`src/design/sip_pkg.sv`:
```
// ============================================================================
// sip_pkg: shared definitions for the slab intensity projection core
// Field widths, register indexes, projection modes and the records that
// travel between the classifier, the request queue and the update engine.
// ============================================================================
`default_nettype none

package sip_pkg;

  localparam int SLICE_W   = 10;
  localparam int PIX_W     = 16;
  localparam int VAL_W     = 8;
  localparam int ACC_W     = 18;
  localparam int MODE_W    = 2;
  localparam int CFG_IDX_W = 2;
  localparam int CFG_W     = 10;

  localparam int MAX_PIXELS = 65536;
  localparam int MAX_SLICES = 1024;
  localparam int ADDR_W     = $clog2(MAX_PIXELS);

  // Slice count of the slab, up to 1024 inclusive.
  localparam int CNT_W      = SLICE_W + 1;
  localparam int DIV_STAGES = VAL_W;
  localparam int DIV_W      = CNT_W + VAL_W;

  localparam int QUEUE_DEPTH = 4;

  localparam logic [VAL_W-1:0]   VAL_MAX    = '1;
  localparam logic [SLICE_W-1:0] LAST_RESET = '1;

  localparam logic [CFG_IDX_W-1:0] CFG_MODE  = 2'd0;
  localparam logic [CFG_IDX_W-1:0] CFG_FIRST = 2'd1;
  localparam logic [CFG_IDX_W-1:0] CFG_LAST  = 2'd2;

  localparam logic [MODE_W-1:0] MODE_MAX  = 2'd0;
  localparam logic [MODE_W-1:0] MODE_MIN  = 2'd1;
  localparam logic [MODE_W-1:0] MODE_MEAN = 2'd2;

  typedef struct packed {
    logic             is_first;
    logic             is_last;
    logic [PIX_W-1:0] pix;
    logic [VAL_W-1:0] val;
  } sip_entry_t;

  typedef struct packed {
    logic [SLICE_W-1:0] first;
    logic [SLICE_W-1:0] last;
  } sip_slab_t;

  typedef struct packed {
    logic [MODE_W-1:0] mode;
    logic [CNT_W-1:0]  count;
  } sip_proj_cfg_t;

  typedef struct packed {
    logic             mean;
    logic [PIX_W-1:0] pix;
    logic [VAL_W-1:0] direct;
  } sip_side_t;

endpackage

`default_nettype wire

```
`src/design/sip_fifo.sv`:
```
// ============================================================================
// sip_fifo: request queue between classifier and update engine
// A short register queue that lets the two sides stall independently.
// ============================================================================
`default_nettype none

module sip_fifo
  import sip_pkg::*;
#(
  parameter int DEPTH = QUEUE_DEPTH
) (
  input  wire logic       clk,
  input  wire logic       rst_n,
  input  wire logic       push,
  input  wire sip_entry_t wr_entry,
  output logic            full,
  input  wire logic       pop,
  output logic            head_valid,
  output sip_entry_t      head_entry
);

  localparam int PTR_W = (DEPTH > 1) ? $clog2(DEPTH) : 1;
  localparam int QCNT_W = $clog2(DEPTH + 1);

  sip_entry_t          mem_r [DEPTH];
  logic [PTR_W-1:0]    wr_ptr_r;
  logic [PTR_W-1:0]    rd_ptr_r;
  logic [QCNT_W-1:0]   count_r;
  logic [PTR_W-1:0]    wr_ptr_nxt;
  logic [PTR_W-1:0]    rd_ptr_nxt;
  logic [QCNT_W-1:0]   count_nxt;
  logic                do_push;
  logic                do_pop;

  assign full       = (count_r == QCNT_W'(DEPTH));
  assign head_valid = (count_r != '0);
  assign head_entry = mem_r[rd_ptr_r];
  assign do_push    = push && !full;
  assign do_pop     = pop && head_valid;

  always_comb begin
    wr_ptr_nxt = wr_ptr_r;
    rd_ptr_nxt = rd_ptr_r;
    count_nxt  = count_r;
    if (do_push) begin
      wr_ptr_nxt = (wr_ptr_r == PTR_W'(DEPTH - 1)) ? '0 : wr_ptr_r + PTR_W'(1);
    end
    if (do_pop) begin
      rd_ptr_nxt = (rd_ptr_r == PTR_W'(DEPTH - 1)) ? '0 : rd_ptr_r + PTR_W'(1);
    end
    if (do_push && !do_pop) begin
      count_nxt = count_r + QCNT_W'(1);
    end else if (do_pop && !do_push) begin
      count_nxt = count_r - QCNT_W'(1);
    end
  end

  always_ff @(posedge clk) begin
    if (!rst_n) begin
      wr_ptr_r <= '0;
      rd_ptr_r <= '0;
      count_r  <= '0;
    end else begin
      wr_ptr_r <= wr_ptr_nxt;
      rd_ptr_r <= rd_ptr_nxt;
      count_r  <= count_nxt;
    end
  end

  always_ff @(posedge clk) begin
    if (do_push) begin
      mem_r[wr_ptr_r] <= wr_entry;
    end
  end

  a_count_bound: assert property (@(posedge clk) disable iff (!rst_n)
    count_r <= QCNT_W'(DEPTH))
    else $error("request queue holds more entries than its depth");

  a_count_grow: assert property (@(posedge clk) disable iff (!rst_n)
    (do_push && !do_pop) |=> (count_r == $past(count_r) + QCNT_W'(1)))
    else $error("request queue count did not grow on a lone push");

endmodule

`default_nettype wire

```
`config.mk`:
```
export PLATFORM = sky130hd
export DESIGN_NAME = sip_fifo
export DESIGN_NICKNAME = d
export VERILOG_FILES = /design/src/design/sip_pkg.sv /design/src/design/sip_fifo.sv
export SDC_FILE = /design/constraint.sdc
export NUM_CORES = 1
export LEC_CHECK = 0
export BUFFER_PORTS_ARGS = -buffer_cell sky130_fd_sc_hd__buf_2
export CAP_MARGIN = 40
export CORE_AREA = 10 10 122 124
export CTS_BUF_LIST = sky130_fd_sc_hd__clkbuf_4
export DETAILED_ROUTE_END_ITERATION = 16
export DIE_AREA = 0 0 132 134
export GPL_TIMING_DRIVEN = 0
export PLACE_DENSITY = 0.52
export SETUP_SLACK_MARGIN = 0.15
export SLEW_MARGIN = 5
export SYNTH_ARGS = -nofsm -noshare
export SYNTH_HDL_FRONTEND = slang
export SYNTH_SLANG_ARGS = --single-unit
```
`constraint.sdc`:
```
create_clock -name clk -period 2.9 [get_ports clk]
set_input_delay 0.58 -clock clk [delete_from_list [all_inputs] [get_ports clk]]
set_output_delay 0.58 -clock clk [all_outputs]
set_load 0.05 [all_outputs]
```
==> results.yml, run 1 <==
status:
  status: "complete, no violations"
floorplan:
  die_area_sq_um: 17700
  rows: 41
  die_h_microns: 134
  fp.coreArea_sq_um: 12500
  initial_core_util: 0.343
  ios: 58
  die_x_microns: 132
drt:
  wire_per_inst_microns: 17.6
  routed_wl_microns: 7880
  vias_per_cell: 4.49
  drc_errors: 0
  drtPass1Iterations: 4
  ant_nets: 0
  vias: 2007
  drt_iter0_drc: 90
logic_synthesis:
  ys_warn_count: 0
  syn_area_sq_um: 4280
  synth_area_leader_cell: "edfxtp_1"
  avgSynthCellArea_sq_um: 22.9
  ys_top_cells_by_count: "104 x edfxtp_1, 20 x mux4_2, 9 x dfxtp_1"
  synth_seq_cells: 113
  syn_inst: 187
  async_reset_ff_frac: 0
  yosysTopAreaCellShare: 0.730
  ys_dominant_reg_cell: "edfxtp_1"
  synth_most_common_cell: "edfxtp_1"
  yosysSeqAreaShare: 0.772
  synth_area_leaders: "edfxtp_1 73%, mux4_2 11%, dfxtp_1 4.2%, mux4_1 3.7%, ha_1 1.8%"
  synth_nets: 224
  synth_edf_count: 104
  post_synth_num_cell_types: 25
placement:
  io_buffers: 57
  dp_hpwl_microns: 4770
  place_congestion: 0.642
  post-place-cells: 416
setup_path:
  cpMaxStageDelayCell: "mux4_2"
  worstPathRequired_ps: 2320
  worstPathBufferInverterCount: 3
  slowest_delay_ps: 360
  critical-path-top-delay-family: "buffers and inverters"
  path_class: "flop to primary output"
  cp_max_fo: 10
  crit_arrival_ps: 1960
  critPathCaptureType: "primary output"
  crit_top_cell: "buf_2"
  crit_path_start_kind: "flop"
  path_cells: "clkbuf_2 > buf_2 > mux4_2 > buf_2"
timing:
  period_needed_ps: 2540
  whs_ps: 281
  rsz0062_at_grt: "no"
  slew_violations: 0
  tns_ps: 0
  hold_viol: 0
  max_freq_mhz: 393
  worst-slew-pin-transition_ps: 783
  relSlewSlack: 0.478
  finalCritPeriodShare: 0.877
  setup-violations-final: 0
  fin_skew_ps: 14.2
power:
  power_leakage_nw: 1.76
  seqPwrFrac: 0.428
  ir_drop_uv: 376
  p_total_mw: 4.80
  power.internal_mw: 3.13
  p_switching_mw: 1.67
  powerDensity_nw_per_um2: 947
  clkPwrFrac: 0.245
  p_sw_frac: 0.348
  comb_power_share: 0.328
cells_and_area:
  fin_nets: 300
  multiInputGateArea_sq_um: 895
  drive_above_1_share: 0.422
  fin_util: 0.406
  fill_cells: 1158
  diodes: 0
  final-instance-count-excl-fill: 447
  area_delta_synth_final_pct: 18.4
  seq_area_sq_um: 3300
clock_tree:
  cts.sinks: 113
  clock_latency_ps: 510
  cts_hold_buffers: 0
  post_cts_resized: 0
  cts_max_path_buffers: 2
  cts_buffers: 17
  ctsHtreeMaxLevel: 4
  cts_tree: "yes"
  cts_root_buf: "clkbuf_4"
  postCtsSetupBuffers: 0
  clk_pin_slew_ps: 90
global_route:
  use_met3: 0.0452
  grt_max_degree: 27
  met1_usage: 0.102
  grt_pass1_vias: 2265
  use_met2: 0.149
  busiest_layer: "met2"
  antenna_found_initial: 0
  grt_util_all_layers: 0.0928
  grt-ovfl-total: 0
  grt_pass1_wl_microns: 12200
run:
  max-cap-violations: 0
hold_path:
  hold_path_class: "input port to flop"
==> layout by cell type, fill, tap and decap left out, types with 2 or more instances in the layout <==
| cell type | Yosys | final |
|---|---|---|
| nand2_1 | 6 | 6 |
| mux4_2 | 20 | 20 |
| o21ai_0 | 3 | 3 |
| nor2b_1 | 2 | 2 |
| dfxtp_1 | 9 | 9 |
| and2_2 | 0 | 4 |
| clkinv_2 | 0 | 2 |
| clkinv_1 | 0 | 4 |
| mux2i_1 | 3 | 3 |
| clkbuf_4 | 0 | 22 |
| ha_1 | 6 | 6 |
| buf_2 | 3 | 60 |
| mux4_1 | 6 | 6 |
| buf_12 | 2 | 2 |
| edfxtp_1 | 104 | 104 |
| nand3_1 | 2 | 2 |
| or3_1 | 2 | 2 |
| bufinv_16 | 0 | 3 |
| nor2_1 | 2 | 2 |
| inv_1 | 3 | 3 |
==> through the flow <==
step	worst slack [ps]	instance area [sq um]
after floorplan	566	4280
after global placement	295	4780
after detailed placement	555	4780
after CTS	248	5060
after global routing	177	5060
final	357	5060
==> sequential cells by signal, summed over array words and instances, names as in the netlist, named ones only <==
signal	cells
rd_ptr_r	2
count_r	3
mem_r	104
wr_ptr_r	2
==> worst register-to-register path: stages, from the launching register on <==
cell,delay [ps]
dfxtp_1,380
o31ai_1,520
ha_1,290
inv_1,60
fa_1,380
xor2_1,180
or3_1,300
a21boi_0,160
==> cells by family after synthesis <==
| group | after synthesis | share of synthesized area |
|---|---|---|
| adders and majority gates | 7 | 0.0222 |
| DFF | 113 | 0.772 |
| muxes | 29 | 0.149 |
| AOI/OAI and AO/OA | 5 | 0.00702 |
| buffers and inverters | 11 | 0.0202 |
| and+or+nand+nor | 20 | 0.0254 |
| xor gates and xnor gates | 2 | 0.00409 |
==> power by group through the flow <==
stage | Sequential (mW) | Clock (mW) | Combinational, mW
after CTS | 2.06 | 1.21 | 1.62
final | 2.05 | 1.17 | 1.57
after floorplan | 2.07 | 0 | 1.26
after global routing | 2.07 | 1.28 | 1.68
after detailed placement | 2.09 | 0 | 1.61
after global placement | 2.09 | 0 | 1.60
==> cell type report <==
type | count | area share
flip-flops and latches | 113 | 0.652
multi-input cells | 63 | 0.177
repair buffers | 57 | 0.0563
well taps | 172 | 0.0425
clock buffers | 22 | 0.0326
clock inverters | 9 | 0.0227
plain buffers | 8 | 0.0148
inverters | 3 | 0.00222
==> routing by layer <==
| metal | up-vias | wire length, microns |
|---|---|---|
| met2 | 57 | 3930 |
| met3 | 12 | 471 |
| met1 | 1010 | 3360 |
| met4 | 0 | 119 |
| li1 | 928 | - |
| met5 | - | 0 |
==> worst paths after layout <==
kind | startpoint | end | slack, ps | cells past startpoint
setup / recovery | flop | head_entry[9] | 360 | 4
hold / removal | wr_entry[2] | mem_r[0][2] | 280 | 1
setup reg to reg | count_r[1] | count_r[2] | 580 | 7
hold reg to reg | rd_ptr_r[1] | flop | 530 | 2
Note: power is estimated with default switching activity, not from simulation.
==> inputs of run 2 (changes only) <==
--- a/config.mk
+++ b/config.mk
@@ -8,7 +8,7 @@
 export BUFFER_PORTS_ARGS = -buffer_cell sky130_fd_sc_hd__buf_2
 export CAP_MARGIN = 40
 export CORE_AREA = 10 10 122 124
-export CTS_BUF_LIST = sky130_fd_sc_hd__clkbuf_4
+export CTS_BUF_LIST = sky130_fd_sc_hd__clkbuf_16
 export DETAILED_ROUTE_END_ITERATION = 16
 export DIE_AREA = 0 0 132 134
 export GPL_TIMING_DRIVEN = 0
==> results.yml, run 2 (same netlist as run 1, synthesis figures left out) <==
cells_and_area:
  mostFrequentLayoutCells: "104 x edfxtp_1, 60 x buf_2, 20 x mux4_2"
  top_regs: "mem_r: 104 flops, count_r: 3 flops"
  area_delta_synth_final_pct: 24.9
  final-instance-count-excl-fill: 447
  fin_nets: 300
  fill_cells: 1138
  final_area_sq_um: 5340
  diodes: 0
  top_register: "mem_r"
  largest_register_ffs: 104
  final_common_cell: "edfxtp_1"
  drive_above_1_share: 0.404
global_route:
  grt_pass1_wl_microns: 12300
  grt-ovfl-total: 0
  antenna_found_initial: 0
  grt_pass1_vias: 2274
  grt_max_degree: 27
  grt_util_all_layers: 0.0930
timing:
  setup-violations-final: 0
  rsz0062_at_grt: "no"
  slew_violations: 0
  whs_ps: 392
  tns_ps: 0
  max_freq_mhz: 413
  worst-slew-pin-transition_ps: 784
  relSlewSlack: 0.478
  period_needed_ps: 2420
  finalCritPeriodShare: 0.836
  hold_viol: 0
  fin_skew_ps: 5.88
power:
  power_leakage_nw: 1.89
  ir_drop_uv: 380
  p_switching_mw: 1.77
  clkPwrFrac: 0.350
  seqPwrFrac: 0.369
  p_total_mw: 5.59
  p_sw_frac: 0.317
  comb_power_share: 0.281
  power.internal_mw: 3.82
  powerDensity_nw_per_um2: 1050
clock_tree:
  ctsHtreeMaxLevel: 4
  cts_root_buf: "clkbuf_16"
  cts.sinks: 113
  clock_latency_ps: 400
  post_cts_resized: 0
  cts_max_path_buffers: 2
  clk_pin_slew_ps: 50
  postCtsSetupBuffers: 0
  cts_hold_buffers: 0
  cts_tree: "yes"
  cts_buffers: 17
setup_path:
  slowest_delay_ps: 370
  worstPathRequired_ps: 2320
  critPathCaptureType: "primary output"
  path_cells: "clkbuf_2 > buf_2 > mux4_2 > buf_2"
  cp_max_fo: 10
  crit_top_cell: "buf_2"
  crit_path_start_kind: "flop"
  worstPathBufferInverterCount: 3
  cpMaxStageDelayCell: "mux4_2"
  path_class: "flop to primary output"
  crit_arrival_ps: 1840
  critical-path-top-delay-family: "buffers and inverters"
drt:
  drt-met1-wl_microns: 3330
  met2_length_microns: 4020
  drtPass1Iterations: 4
  ant_nets: 0
  wire_per_inst_microns: 17.6
  vias: 2038
  drt_iter0_drc: 120
  vias_per_cell: 4.56
  wl_met3_microns: 419
  drc_errors: 0
  routed_wl_microns: 7880
  top_layer: "met4"
placement:
  dp_hpwl_microns: 4770
  placed_area_sq_um: 4780
  place_congestion: 0.642
  post-place-cells: 416
  io_buffers: 57
floorplan:
  die_area_sq_um: 17700
  initial_core_util: 0.343
  die_x_microns: 132
  ios: 58
  fp.coreArea_sq_um: 12500
  rows: 41
  die_h_microns: 134
hold_path:
  hold_path_class: "input port to flop"
run:
  max-cap-violations: 0
status:
  status: "complete, no violations"
-- run 2: changes by cell type in the layout (fill, tap and decap cells not counted), sizes merged --
cell    previous run  this run
clkbuf            24        19
inv                3         8
-- run 2: power by group through the flow --
stage               Clock, mW  Sequential (mW)  Combinational, mW
floorplan                   0             2.07               1.26
global placement            0             2.09               1.60
detailed placement          0             2.09               1.61
CTS                      2.00             2.06               1.62
global route             2.07             2.08               1.68
finish                   1.96             2.06               1.57
-- run 2: layer usage --
metal	global-route usage	vias up
met5	0	-
met4	0.0445	0
met3	0.0437	12
met2	0.148	51
met1	0.103	1050
li1	-	925
-- run 2: final cells by class --
cell class,count,area (sq um),area share
clock inverter,14,134,0.0251
buffer,8,75.1,0.0140
tap,172,215,0.0403
clock buffer,17,425,0.0796
timing repair buffer,57,285,0.0534
sequential,113,3300,0.618
inverter,3,11.3,0.00211
multi-input combinational,63,895,0.167
-- run 2: worst paths after layout --
kind               start            end  slack [ps]  cells past startpoint
max                 flop  head_entry[2]         480                      4
min reg2reg  wr_ptr_r[1]    wr_ptr_r[1]         510                      2
max reg2reg   count_r[1]     count_r[2]         590                      7
min          wr_entry[2]    mem_r[1][2]         390                      1
-- run 2: stage by stage --
step / setup WS [ps] / utilization
after floorplan: 566 / -
after global placement: 295 / 0.383
after detailed placement: 555 / 0.384
after CTS: 405 / 0.429
after global routing: 321 / 0.429
final: 476 / 0.429
