### src/design/sip_pkg.sv
// ============================================================================
// sip_pkg: shared definitions for the slab intensity projection core
// Field widths, register indexes, projection modes and the records that
// travel between the classifier, the request queue and the update engine.
// ============================================================================
`default_nettype none

package sip_pkg;

  localparam int SLICE_W   = 10;
  localparam int PIX_W     = 16;
  localparam int VAL_W     = 8;
  localparam int ACC_W     = 18;
  localparam int MODE_W    = 2;
  localparam int CFG_IDX_W = 2;
  localparam int CFG_W     = 10;

  localparam int MAX_PIXELS = 65536;
  localparam int MAX_SLICES = 1024;
  localparam int ADDR_W     = $clog2(MAX_PIXELS);

  // Slice count of the slab, up to 1024 inclusive.
  localparam int CNT_W      = SLICE_W + 1;
  localparam int DIV_STAGES = VAL_W;
  localparam int DIV_W      = CNT_W + VAL_W;

  localparam int QUEUE_DEPTH = 4;

  localparam logic [VAL_W-1:0]   VAL_MAX    = '1;
  localparam logic [SLICE_W-1:0] LAST_RESET = '1;

  localparam logic [CFG_IDX_W-1:0] CFG_MODE  = 2'd0;
  localparam logic [CFG_IDX_W-1:0] CFG_FIRST = 2'd1;
  localparam logic [CFG_IDX_W-1:0] CFG_LAST  = 2'd2;

  localparam logic [MODE_W-1:0] MODE_MAX  = 2'd0;
  localparam logic [MODE_W-1:0] MODE_MIN  = 2'd1;
  localparam logic [MODE_W-1:0] MODE_MEAN = 2'd2;

  typedef struct packed {
    logic             is_first;
    logic             is_last;
    logic [PIX_W-1:0] pix;
    logic [VAL_W-1:0] val;
  } sip_entry_t;

  typedef struct packed {
    logic [SLICE_W-1:0] first;
    logic [SLICE_W-1:0] last;
  } sip_slab_t;

  typedef struct packed {
    logic [MODE_W-1:0] mode;
    logic [CNT_W-1:0]  count;
  } sip_proj_cfg_t;

  typedef struct packed {
    logic             mean;
    logic [PIX_W-1:0] pix;
    logic [VAL_W-1:0] direct;
  } sip_side_t;

endpackage

`default_nettype wire

### src/design/sip_front.sv
// ============================================================================
// sip_front: sample classifier
// Accepts samples, drops those outside the slab, marks first and last slab
// slices and hands the rest to the request queue.
// ============================================================================
`default_nettype none

module sip_front
  import sip_pkg::*;
(
  input  wire logic               clk,
  input  wire logic               rst_n,
  input  wire sip_slab_t          slab,
  input  wire logic               s_valid,
  output logic                    s_ready,
  input  wire logic [SLICE_W-1:0] s_slice,
  input  wire logic [PIX_W-1:0]   s_pix,
  input  wire logic [VAL_W-1:0]   s_val,
  input  wire logic               q_full,
  output logic                    q_push,
  output sip_entry_t              q_entry
);

  logic       fr_valid_r;
  logic       fr_keep_r;
  sip_entry_t fr_entry_r;
  logic       keep_nxt;
  logic       accept;

  always_comb begin
    keep_nxt = (slab.first <= slab.last) && (32'(s_slice) < MAX_SLICES) &&
               (s_slice >= slab.first) && (s_slice <= slab.last);
  end

  assign q_push  = fr_valid_r && fr_keep_r && !q_full;
  assign s_ready = !fr_valid_r || !fr_keep_r || !q_full;
  assign accept  = s_valid && s_ready;
  assign q_entry = fr_entry_r;

  always_ff @(posedge clk) begin
    if (!rst_n) begin
      fr_valid_r <= 1'b0;
    end else if (s_ready) begin
      fr_valid_r <= s_valid;
    end
  end

  always_ff @(posedge clk) begin
    if (accept) begin
      fr_keep_r           <= keep_nxt;
      fr_entry_r.is_first <= (s_slice == slab.first);
      fr_entry_r.is_last  <= (s_slice == slab.last);
      fr_entry_r.pix      <= s_pix;
      fr_entry_r.val      <= s_val;
    end
  end

endmodule

`default_nettype wire

### config.mk
export PLATFORM = sky130hd
export DESIGN_NAME = sip_front
export DESIGN_NICKNAME = d
export VERILOG_FILES = /design/src/design/sip_pkg.sv /design/src/design/sip_front.sv
export SDC_FILE = /design/constraint.sdc
export NUM_CORES = 1
export LEC_CHECK = 0
export ABC_AREA = 1
export CAP_MARGIN = 5
export CORE_ASPECT_RATIO = 0.9
export CORE_MARGIN = 8
export CORE_UTILIZATION = 42
export CTS_BUF_LIST = sky130_fd_sc_hd__clkbuf_16
export DETAILED_ROUTE_END_ITERATION = 8
export DONT_BUFFER_PORTS = 1
export GPL_TIMING_DRIVEN = 0
export MAX_ROUTING_LAYER = met4
export PLACE_DENSITY = 0.61
export SLEW_MARGIN = 20
export SYNTH_ARGS = -nofsm -noshare
export SYNTH_HDL_FRONTEND = slang
export SYNTH_SLANG_ARGS = --single-unit
### constraint.sdc
create_clock -name clk -period 1.6 [get_ports clk]
set_input_delay 0 -clock clk [delete_from_list [all_inputs] [get_ports clk]]
set_output_delay 0 -clock clk [all_outputs]
set_load 0.01 [all_outputs]
==> summary.md, run 1 <==
| Metric | Value |
|---|---|
| Status | finished clean |
| Total congestion overflow | 0 |
| TritonCTS Buffers | 3 |
| Largest net degree at the start of global routing | 28 |
| Worst vdd ir | 333.4 uV |
| Adder-Cell Fraction of Synth Area | 0.2212 |
| Placer Congestion | between 0.7 and 0.8 |
| Simple-gate area share of the yosys netlist | 0.1549 |
| Crit-path max FO | 3 |
| Initial antenna violation count | 0 |
| GR Util met1 | 0.1258 |
| Hold Path Depth | 1 |
| Final Cycle Share | 0.8895 |
| CTS tree | done |
| Largest family of logic cells by synthesized area | adder cells |
| FP Rows | 22 |
| Vias per cell | about 5 |
| Initial Util | 0.4251 |
| Crit-path cells | nand3_2, nand2_2, a21boi_0, dlygate4sd3_1 |
| Arrival time at the worst endpoint | around 1.6 ns |
| Cells on worst reg2reg path | 4 |
| Slew Limit Headroom | 0.8156 |
| R2r setup slk | about 0.18 ns |
| Htree depth | 1 |
| Cell family contributing the most delay on the critical path | buffers and inverters |
| Wire length of the first global-routing pass | around 6 mm |
| Tmin final | 1.423 ns |
| CTS Buffer Depth | 2 |
| XOR/XNOR share of the synthesized area | 0 |
| Element type at the critical path start | flip-flop |
| Sequential area share after synthesis | 0.4897 |
| Routed Antenna Nets | 0 |
| Top cells by area, synth | edfxtp_1 (48%), ha_1 (22%), nand2_1 (8.2%) |
| Util after Layout | 0.5298 |
| Final Hold Viols | 0 |
| Critical Path RT | about 1.8 ns |
| Gr busiest metal | met2 |
| Setup TNS | 0 ns |
| Mapped Cells | 168 |
| DRT iter0 DRCs | 47 |
| CP Class | flip-flop to flip-flop |
| Die area | approximately 6300 um^2 |
| CTS Root Cell | clkbuf_16 |
| Compound-gate portion of the synthesized area | 0.05457 |
| I/O pins | 86 |
| Hold EP | q_push |
| Hold Startpoint | q_full |
| Synth area leader | edfxtp_1 |
| Area Growth Syn to Fin | 24.63% |
| Die width | ~83 um |
| #FFs+latches synth | 28 |
| Critical Path End Type | flip-flop |
| Setup Fix Bufs, Post-CTS | 0 |
| # fillers | 330 |
| GR Util met2 | 0.1873 |
| Layout cell share with drive strength beyond 1 | 0.08040 |
| Height of the die | approximately 76 um |
| Area share of the largest cell type after synthesis | 0.4779 |
| Max Fclk | ~700 MHz |
| Count of max-cap constraint violations | 0 |
| IO Port Bufs | 0 |
| CP max-delay cell | dlygate4sd3_1 |
| Syn Nets | ~260 |
| Syn avg cell area | between 10 and 15 um^2 |
| Dpl hpwl | about 3.2 mm |
| Clock transition at the registers of the reported paths | around 0.060 ns |
| Nets@finish | approximately 290 |
| GR Layer Usage met3 | 0.04701 |
| Sink Count | 28 |
| Vias in the first global route | 1,250 |
| Detailed Routing Iterations Pass 1 | 4 |
| Buf+Inv Stages, Crit Path | 1 |
| R2r endpoint | fr_valid_r |
| Worst-Margin Slew | approximately 0.28 ns |
| Mapped Area | ~1700 um^2 |
| Netlist cell types | 18 |
| Clock Skew | approximately 0.0009 ns |
| Fin. max-slew vios | 0 |
| RSZ-0062 raised after global routing | no |
| Setup ws final | about 0.18 ns |
| Routed len/inst | around 16 um |
| Worst hold path type | primary input to output port |
| Vias | 1,223 |
| Synth Warn # | 0 |
| Biggest cell delay along the critical path | approximately 0.56 ns |
| Worst skew pair latency | between 0.2 and 0.3 ns |
| Setup violations, final | 0 |
| Mux share of post-synthesis cell area | 0 |
| Core area | between 3000 and 4000 um^2 |
| WL final | 3.856 mm |
| Pwr per Cell Area | 809.7 nW/um^2 |
| DRC | 0 |
| Pre-CTS WS | -0.1695 ns |
| # diodes | 0 |
| Leak | roughly 1.0 nW |
| Total Routing Usage GR | 0.1174 |
| Reg2reg start | fr_keep_r |
[registers in the layout, summed over array words and instances, names as in the netlist]
name / cells
fr_keep_r: 1
fr_valid_r: 1
q_entry: 26
[how the worst max path moves through the flow]
stage               slack (ns)  startpoint  cells after the start     endpoint
CTS                       0.02   fr_keep_r                      3  q_entry[25]
detailed placement       -0.17   fr_keep_r                      3  q_entry[25]
global route              0.04   fr_keep_r                      4   fr_valid_r
finish                    0.18   fr_keep_r                      4   fr_valid_r
global placement         -0.14   fr_keep_r                      3  q_entry[25]
floorplan                 0.06   fr_keep_r                      3    fr_keep_r
[synthesized netlist by cell type]
library cell	number
a21o_1	3
nand4_1	1
o21ai_0	1
dfxtp_1	1
o21bai_1	1
a21oi_1	6
nand2_2	2
ha_1	30
nor2_1	9
nand3_1	6
a21boi_2	1
inv_1	36
nor2_2	3
nor2_4	2
a21boi_0	1
nand2_1	37
a21oi_2	1
edfxtp_1	27
[cells in the final DEF (no fill, tap or decap)]
master,count
a21boi_0,1
a21boi_2,1
a21o_1,3
a21oi_1,6
a21oi_2,1
clkbuf_16,3
clkinv_1,1
clkinvlp_4,2
dfxtp_1,1
dlygate4sd3_1,26
edfxtp_1,27
ha_1,30
inv_1,35
nand2_1,36
nand2_2,3
nand3_1,5
nand3_2,1
nand4_1,1
nor2_1,9
nor2_2,3
nor2_4,2
o21ai_0,1
o21bai_1,1
[through the flow]
stage	power [mW]	hold WS [ns]	std cells	cell area, um^2
after floorplan	1.078	0.04753	168	1697
after global placement	1.119	0.05690	216	1757
after detailed placement	1.132	0.05851	216	1757
after CTS	1.721	0.05852	246	2102
after global routing	1.802	0.06366	247	2115
final	1.712	0.05908	247	2115
[kinds of logic (layout without fill, tap and decap cells)]
kind of cell             count (synthesis)  count (layout)
AO/OA/AOI/OAI                           14              14
adder cells (fa/ha/maj)                 30              30
buffers and inverters                   36              67
flip-flops                              28              28
AND/OR/NAND/NOR                         60              60
[worst reg2reg max path, stage by stage (launching register included)]
cell           delay (ns)
edfxtp_1             0.40
nand3_2              0.15
nand2_2              0.11
a21boi_0             0.15
dlygate4sd3_1        0.56
[layer usage]
layer	up-vias	share of wire
met2	65	0.48
met5	-	0
met3	4	0.096
li1	612	-
met1	542	0.41
met4	0	0.011
[power by group]
group | total, mW | internal [mW] | switching, mW
combinational | 0.278 | 0.129 | 0.149
sequential | 0.893 | 0.857 | 0.0356
clock | 0.541 | 0.334 | 0.207
[timing repair]
| action | CTS | global route |
|---|---|---|
| cloned | 0 | 1 |
| hold buffers | 26 | 0 |
| gates resized for setup | 2 | 2 |
| endpoints found under the setup margin | 27 | 28 |
| hold endpoints to repair | 25 | 0 |
[cell type report]
type / count / area (um^2) / area share
clock inverters: 1 / 3.754 / 0.001775
repair buffers: 26 / 260.3 / 0.1231
flip-flops and latches: 28 / 830.8 / 0.3929
well taps: 48 / 60.06 / 0.02840
repair inverters: 1 / 7.507 / 0.003550
inverters: 36 / 138.9 / 0.06568
multi-input cells: 104 / 738.2 / 0.3491
clock buffers: 3 / 75.07 / 0.03550
Note: power is estimated with default switching activity, not from simulation.
==> run 2, diff against run 1 <==
--- a/config.mk
+++ b/config.mk
@@ -5,7 +5,6 @@
 export SDC_FILE = /design/constraint.sdc
 export NUM_CORES = 1
 export LEC_CHECK = 0
-export ABC_AREA = 1
 export CAP_MARGIN = 5
 export CORE_ASPECT_RATIO = 0.9
 export CORE_MARGIN = 8
==> run 2 against run 1 <==
  * Fmax is 3.0% higher
  * Sequential power is essentially flat
  * Die area is 5.4% lower
  * First-iteration DRC count down 53%
  * Core utilization up 0.87 points
  * Worst hold slack got worse by 0.0036 ns
  * Count of clock-buffer cells in the layout stayed put
  * Via count fell by 10%
  * Clock power is essentially flat
  * Area after synthesis decreased by 6.8%
  * Clock skew increased by 0.0052 ns
  * Critical path type unchanged
  * Critical endpoint unchanged
  * Largest power group unchanged
==> summary.md, run 2 <==
| Metric | Value |
|---|---|
| Count of max-cap constraint violations | 0 (unchanged) |
| Sink Count | 28 (unchanged) |
| Final Cycle Share | 0.8637 (was 0.8895) |
| Max reg flops | 26 (unchanged) |
| Setup ws final | 0.2181 ns (was 0.1768 ns) |
| Routed len/inst | 19.70 um (was 15.61 um) |
| Die area | 5988 um^2 (was 6332 um^2) |
| IO Port Bufs | 0 (unchanged) |
| Dpl hpwl | 3.174 mm (was 3.152 mm) |
| Dpl cells | 175 (was 216) |
| Critical Path Source | fr_keep_r (unchanged) |
| Slew Limit Headroom | 0.7712 (was 0.8156) |
| FFs w/ async S/R, synth | 0 (unchanged) |
| FP Rows | 21 (was 22) |
| Power, Total | 1.682 mW (was 1.712 mW) |
| Area after DPL | 1640 um^2 (was 1757 um^2) |
| Hold Startpoint | q_full (unchanged) |
| Vias in the first global route | 1,185 (was 1,250) |
| I/O pins | 86 (unchanged) |
| Layout cell share with drive strength beyond 1 | 0.03774 (was 0.08040) |
| Commonest cells post-synth | ha_1 (30), edfxtp_1 (27), inv_1 (23), a21oi_1 (9), nand4_1 (6) (was nand2_1 (37), inv_1 (36), ha_1 (30), edfxtp_1 (27), nor2_1 (9)) |
| Core area | 3679 um^2 (was 3991 um^2) |
| Critical Path RT | 1.74 ns (was 1.80 ns) |
| Max Fclk | 723.6 MHz (was 702.7 MHz) |
| Vias per cell | 5.341 (was 4.951) |
| DRC | 0 (unchanged) |
| Met3 routed WL | 375 um (was 369 um) |
| Setup violations, final | 0 (unchanged) |
| Clock transition at the registers of the reported paths | 0.06 ns (about the same) |
| Synth Warn # | 0 (unchanged) |
| Met2 WL post-DR | 2.213 mm (was 1.848 mm) |
| CTS Buffer Depth | 2 (unchanged) |
| Die width | 80.69 um (was 83.00 um) |
| Worst vdd ir | 498.7 uV (was 333.4 uV) |
| Top cells by area, synth | edfxtp_1 (51%), ha_1 (24%), inv_1 (5.5%) (was edfxtp_1 (48%), ha_1 (22%), nand2_1 (8.2%)) |
| Element type at the critical path start | flip-flop (unchanged) |
| Sequential area share after synthesis | 0.5253 (was 0.4897) |
| R2r endpoint | fr_valid_r (unchanged) |
| Mapped Cells | 129 (was 168) |
| Commonest cells after routing, fill and taps aside | ha_1 (30), edfxtp_1 (27), dlygate4sd3_1 (26), inv_1 (23), a21oi_1 (9) (was nand2_1 (36), inv_1 (35), ha_1 (30), edfxtp_1 (27), dlygate4sd3_1 (26)) |
| Nets@finish | 248 (was 288) |
| Util after Layout | 0.5384 (was 0.5298) |
| Highest routed layer | met4 (unchanged) |
| Detailed Routing Iterations Pass 1 | 4 (unchanged) |
| # diodes | 0 (unchanged) |
| DRT iter0 DRCs | 22 (was 47) |
| Post-Layout Cell Count | 205 (was 247) |
| Fin. max-slew vios | 0 (unchanged) |
| Total Routing Usage GR | 0.1299 (was 0.1174) |
| Crit-path max FO | 3 (unchanged) |
| Routed Antenna Nets | 0 (unchanged) |
| Critical path destination | fr_valid_r (unchanged) |
| Syn avg cell area | 12.26 um^2 (was 10.10 um^2) |
| Worst Hold Slack | 0.05552 ns (was 0.05908 ns) |
| # fillers | 327 (was 330) |
| Area share of the largest cell type after synthesis | 0.5127 (was 0.4779) |
| Clock Skew | 0.006115 ns (was 0.0008844 ns) |
| Height of the die | 74.22 um (was 76.30 um) |
| Mapped Area | 1582 um^2 (was 1697 um^2) |
| RSZ-0062 raised after global routing | no (unchanged) |
| Cells on worst reg2reg path | 3 (was 4) |
| Status | finished clean (unchanged) |
| Area Growth Syn to Fin | 25.24% (was 24.63%) |
| Htree depth | 1 (unchanged) |
| Worst skew pair latency | 0.25 ns (about the same) |
| CTS Root Cell | clkbuf_16 (unchanged) |
| Layout Cell Area excl Fill | 1981 um^2 (was 2115 um^2) |
| R2r setup slk | 0.22 ns (was 0.18 ns) |
| Most common cell after layout, fill and taps aside | ha_1 (was nand2_1) |
| Worst hold path type | primary input to output port (unchanged) |
| Netlist cell types | 23 (was 18) |
| Pwr per Cell Area | 849.3 nW/um^2 (was 809.7 nW/um^2) |
| TritonCTS Buffers | 3 (unchanged) |
| Initial antenna violation count | 0 (unchanged) |
| Most frequent cell after synthesis | ha_1 (was nand2_1) |
| Wire length of the first global-routing pass | 5.768 mm (was 6.003 mm) |
| Synth area leader | edfxtp_1 (unchanged) |
| Worst-Margin Slew | 0.3431 ns (was 0.2760 ns) |
| CP Class | flip-flop to flip-flop (unchanged) |
| Total congestion overflow | 0 (unchanged) |
| Syn Nets | 217 (was 256) |
| Arrival time at the worst endpoint | 1.53 ns (was 1.62 ns) |
| Reg2reg start | fr_keep_r (unchanged) |
| Leak | 0.8834 nW (was 0.9972 nW) |
| Final Hold Viols | 0 (unchanged) |
| Hold Path Depth | 1 (unchanged) |
| WL final | 4.039 mm (was 3.856 mm) |
| Main synth FF type | edfxtp_1 (unchanged) |
| Pre-CTS WS | 0.03987 ns (was -0.1695 ns) |
| Setup TNS | 0 ns (unchanged) |
| Initial Util | 0.4299 (was 0.4251) |
| Critical Path End Type | flip-flop (unchanged) |
| Tmin final | 1.382 ns (was 1.423 ns) |
| Setup Fix Bufs, Post-CTS | 0 (unchanged) |
| Placer Congestion | 0.8532 (was 0.7371) |
| #FFs+latches synth | 28 (unchanged) |
| Vias | 1,095 (was 1,223) |
| CTS tree | done (unchanged) |
| Post-synth EDFFs | 27 (unchanged) |
| Post-Route M1 WL | 1.425 mm (was 1.596 mm) |
| Largest net degree at the start of global routing | 28 (unchanged) |
[run 2: changes by cell type in the layout (fill, tap and decap cells not counted), moves of 2 or more]
cell        delta
nand4_1        +5
nand2_2        -3
a21oi_1        +3
o21ai_0        +2
inv_1         -12
clkinvlp_4     -2
nor2_4         -2
nor2_1         -4
nand2_1       -34
nor3_1         +3
nor2_2         -3
a21o_1         +2
[run 2: layout make-up]
cell class	instances	area [um^2]	area share
multi-input cells	78	666.9	0.3367
well taps	46	57.56	0.02906
clock inverters	1	3.754	0.001895
inverters	23	86.33	0.04359
flip-flops and latches	28	830.8	0.4195
clock buffers	3	75.07	0.03790
repair buffers	26	260.3	0.1314
[run 2: what timing repair did]
item | in CTS | in global routing
endpoints found under the setup margin | 0 | 27
resized for setup | 0 | 1
endpoints found under the hold margin | 25 | 0
hold buffers | 26 | 0
[run 2: worst min path at each step]
stage / endpoint / slack [ns]
detailed placement: q_push / 0.06
floorplan: q_push / 0.05
CTS: q_push / 0.06
global placement: q_push / 0.06
finish: q_push / 0.06
global route: q_push / 0.06
[run 2: per-layer routing]
metal / track usage / vias to the layer above
li1: - / 534
met2: 0.2482 / 50
met5: - / -
met3: 0.04589 / 2
met4: 0.01782 / 0
met1: 0.1249 / 509
[run 2: worst max-delay path, stage by stage, from the launching register on]
cell,delay (ns)
edfxtp_1,0.40
nand3_1,0.21
a21boi_0,0.11
dlygate4sd3_1,0.56
[run 2: cells by family (layout without fill, tap and decap cells)]
logic type / count (synthesis) / after routing / share of synthesized area
compound gates: 23 / 23 / 0.1005
fa+ha+maj: 30 / 30 / 0.2373
buf+inv: 23 / 53 / 0.05459
flops: 28 / 28 / 0.5253
simple gates: 25 / 25 / 0.08229
[run 2: power breakdown]
part	switching (mW)	internal (mW)	total (mW)
sequential	0.0385	0.857	0.895
clock	0.208	0.334	0.541
combinational	0.120	0.126	0.246
==> run 3, diff against run 2 <==
--- a/config.mk
+++ b/config.mk
@@ -5,6 +5,8 @@
 export SDC_FILE = /design/constraint.sdc
 export NUM_CORES = 1
 export LEC_CHECK = 0
+export ABC_AREA = 1
+export ABC_CLOCK_PERIOD_IN_PS = 1600
 export CAP_MARGIN = 5
 export CORE_ASPECT_RATIO = 0.9
 export CORE_MARGIN = 8
==> constraint.sdc (replaced) <==
create_clock -name clk -period 1.6 [get_ports clk]
set_input_delay 0 -clock clk [delete_from_list [all_inputs] [get_ports clk]]
set_output_delay 0 -clock clk [all_outputs]
set_load 0.1 [all_outputs]
==> run 3 against run 2 <==
  * Routed wire length decreased by 3.1%
  * Total power increased by 28%
  * Register-to-register slack worse by 0.08 ns
  * Design area rose by 11%
  * Fmax is 5.8% lower
  * Sequential cell count did not move
  * Critical path depth increased by 1
  * Worst setup slack worse by 0.084 ns
  * Clock skew decreased by 0.0029 ns
  * Die area increased by 5.7%
  * First-iteration DRC count rose by 68%
  * Via count increased by 12%
==> summary.md, run 3 (synthesis results as in run 1) <==
| Metric | Value |
|---|---|
| Initial antenna violation count | 0 (unchanged) |
| Fin. max-slew vios | 0 (unchanged) |
| Setup violations, final | 0 (unchanged) |
| CP Class | flip-flop to flip-flop (unchanged) |
| Detailed Routing Iterations Pass 1 | 3 (was 4) |
| Tmin final | 1.466 ns (was 1.382 ns) |
| I/O pins | 86 (unchanged) |
| Htree depth | 1 (unchanged) |
| Switch share | 0.3044 (was 0.2176) |
| Routed Antenna Nets | 0 (unchanged) |
| Routed len/inst | 15.72 um (was 19.70 um) |
| Sink Count | 28 (unchanged) |
| Wire length of the first global-routing pass | 6.513 mm (was 5.768 mm) |
| Hold Startpoint | q_full (unchanged) |
| Dpl hpwl | 3.086 mm (was 3.174 mm) |
| Core area | 3991 um^2 (was 3679 um^2) |
| Vias in the first global route | 1,349 (was 1,185) |
| Area Growth Syn to Fin | 29.72% (was 25.24%) |
| Most common cell after layout, fill and taps aside | nand2_1 (was ha_1) |
| Layout cell share with drive strength beyond 1 | 0.09950 (was 0.03774) |
| Seq pwr share | 0.534 (was 0.532) |
| Logic pwr share | 0.141 (was 0.146) |
| R2r setup slk | 0.13 ns (was 0.22 ns) |
| Area after DPL | 1783 um^2 (was 1640 um^2) |
| DRC | 0 (unchanged) |
| Cells on worst reg2reg path | 4 (was 3) |
| Status | finished clean (unchanged) |
| Vias | 1,223 (was 1,095) |
| Util after Layout | 0.5514 (was 0.5384) |
| Total congestion overflow | 0 (unchanged) |
| Clock Skew | 0.003169 ns (was 0.006115 ns) |
| Critical Path RT | 1.62 ns (was 1.74 ns) |
| Final Hold Viols | 0 (unchanged) |
| FP Rows | 22 (was 21) |
| Nets@finish | 290 (was 248) |
| TritonCTS Buffers | 3 (unchanged) |
| Vias per cell | 4.912 (was 5.341) |
| CTS Buffer Depth | 2 (unchanged) |
| Worst Hold Slack | 0.1059 ns (was 0.05552 ns) |
| Pre-CTS WS | -0.1942 ns (was 0.03987 ns) |
| Critical Path End Type | flip-flop (unchanged) |
| Max Fclk | 682.0 MHz (was 723.6 MHz) |
| Worst vdd ir | 435.7 uV (was 498.7 uV) |
| Element type at the critical path start | flip-flop (unchanged) |
| Count of max-cap constraint violations | 0 (unchanged) |
| Hold EP | q_push (unchanged) |
| Setup ws final | 0.1338 ns (was 0.2181 ns) |
| RSZ-0062 raised after global routing | no (unchanged) |
| WL final | 3.914 mm (was 4.039 mm) |
| Largest net degree at the start of global routing | 17 (was 28) |
| Initial Util | 0.4251 (was 0.4299) |
| Hold Path Depth | 1 (unchanged) |
| Leak | 1.029 nW (was 0.8834 nW) |
| DRT iter0 DRCs | 37 (was 22) |
| Total Routing Usage GR | 0.1257 (was 0.1299) |
| Int Power | 1.496 mW (was 1.316 mW) |
| Max reg flops | 26 (unchanged) |
| Arrival time at the worst endpoint | 1.48 ns (was 1.53 ns) |
| Reg2reg start | fr_keep_r (unchanged) |
| Height of the die | 76.30 um (was 74.22 um) |
| Slew Limit Headroom | 0.3819 (was 0.7712) |
| CTS Root Cell | clkbuf_16 (unchanged) |
| Worst-Margin Slew | 0.9291 ns (was 0.3431 ns) |
| Placer Congestion | 0.8177 (was 0.8532) |
| Sw power | 654.9 uW (was 366.1 uW) |
| Final Cycle Share | 0.9164 (was 0.8637) |
| Pwr per Cell Area | 977.4 nW/um^2 (was 849.3 nW/um^2) |
| CTS tree | done (unchanged) |
| Worst skew pair latency | 0.25 ns (about the same) |
| Die area | 6332 um^2 (was 5988 um^2) |
| Commonest cells after routing, fill and taps aside | nand2_1 (36), inv_1 (35), ha_1 (30), edfxtp_1 (27), dlygate4sd3_1 (26) (was ha_1 (30), edfxtp_1 (27), dlygate4sd3_1 (26), inv_1 (23), a21oi_1 (9)) |
| R2r endpoint | q_entry[22] (was fr_valid_r) |
| Layout Cell Area excl Fill | 2201 um^2 (was 1981 um^2) |
| Clk pwr share | 0.325 (was 0.322) |
| Worst hold path type | primary input to output port (unchanged) |
| IO Port Bufs | 0 (unchanged) |
| Die width | 83.00 um (was 80.69 um) |
| Crit-path max FO | 13 (was 3) |
| # diodes | 0 (unchanged) |
| Clock transition at the registers of the reported paths | 0.06 ns (about the same) |
[run 3: cell count changes in the layout (fill, tap and decap cells not counted), moves of 3 or more]
cell,change
nand4_1,-5
a21oi_1,-3
nor3_1,-3
nand2_1,+34
nor2_1,+3
nor2_2,+3
nor2_4,+3
inv_1,+12
[run 3: how the worst max path moves through the flow]
stage / slack [ns] / from / to / cells after the start
after floorplan: 0.006 / fr_keep_r / fr_keep_r / 3
after global placement: -0.13 / fr_keep_r / q_entry[25] / 3
after detailed placement: -0.19 / fr_keep_r / q_entry[11] / 3
after CTS: 0.01 / fr_keep_r / q_entry[24] / 3
after global routing: 0.08 / fr_keep_r / q_entry[24] / 4
final: 0.13 / fr_keep_r / q_entry[22] / 4
[run 3: final cells by class]
type	count	area [um^2]
fill	318	1790
sequential	28	830.8
multi-input combinational	104	758.2
timing repair buffer	28	300.3
inverter	36	138.9
clock buffer	3	75.07
tap	48	60.06
clock inverter	1	30.03
timing repair inverter	1	7.507
[run 3: critical path, cell delays in order (launching register included)]
cell	delay [ns]
edfxtp_1	0.41
nand3_4	0.33
nand2_4	0.22
clkinvlp_4	0.12
buf_12	0.15
[run 3: what timing repair did]
action / in CTS / in global routing
setup endpoints to repair: 27 / 28
endpoints found under the hold margin: 25 / 0
pin swaps: 0 / 1
setup buffers: 0 / 2
hold buffers: 26 / 0
cloned: 1 / 0
gates resized for setup: 1 / 1
[run 3: stage by stage]
step           power, mW  setup TNS, ns  instances
3_3_place_gp       1.387         -3.611        216
6_report           2.151              0        249
4_1_cts            2.152              0        247
5_1_grt            2.250              0        249
3_5_place_dp       1.398         -5.222        216
2_1_floorplan      1.347              0        168
[run 3: routing by layer]
layer | part of all wire | global-route usage | wire (um)
met1 | 0.39 | 0.1256 | 1535
met2 | 0.51 | 0.2207 | 2012
met3 | 0.079 | 0.04167 | 308
met4 | 0.015 | 0.04912 | 57
met5 | 0 | - | 0
[run 3: power by group through the flow]
| stage | logic [mW] | clock network, mW | registers (mW) |
|---|---|---|---|
| after floorplan | 0.189 | 0 | 1.16 |
| after global routing | 0.344 | 0.753 | 1.15 |
| after global placement | 0.222 | 0 | 1.17 |
| after CTS | 0.289 | 0.712 | 1.15 |
| final | 0.302 | 0.699 | 1.15 |
| after detailed placement | 0.231 | 0 | 1.17 |
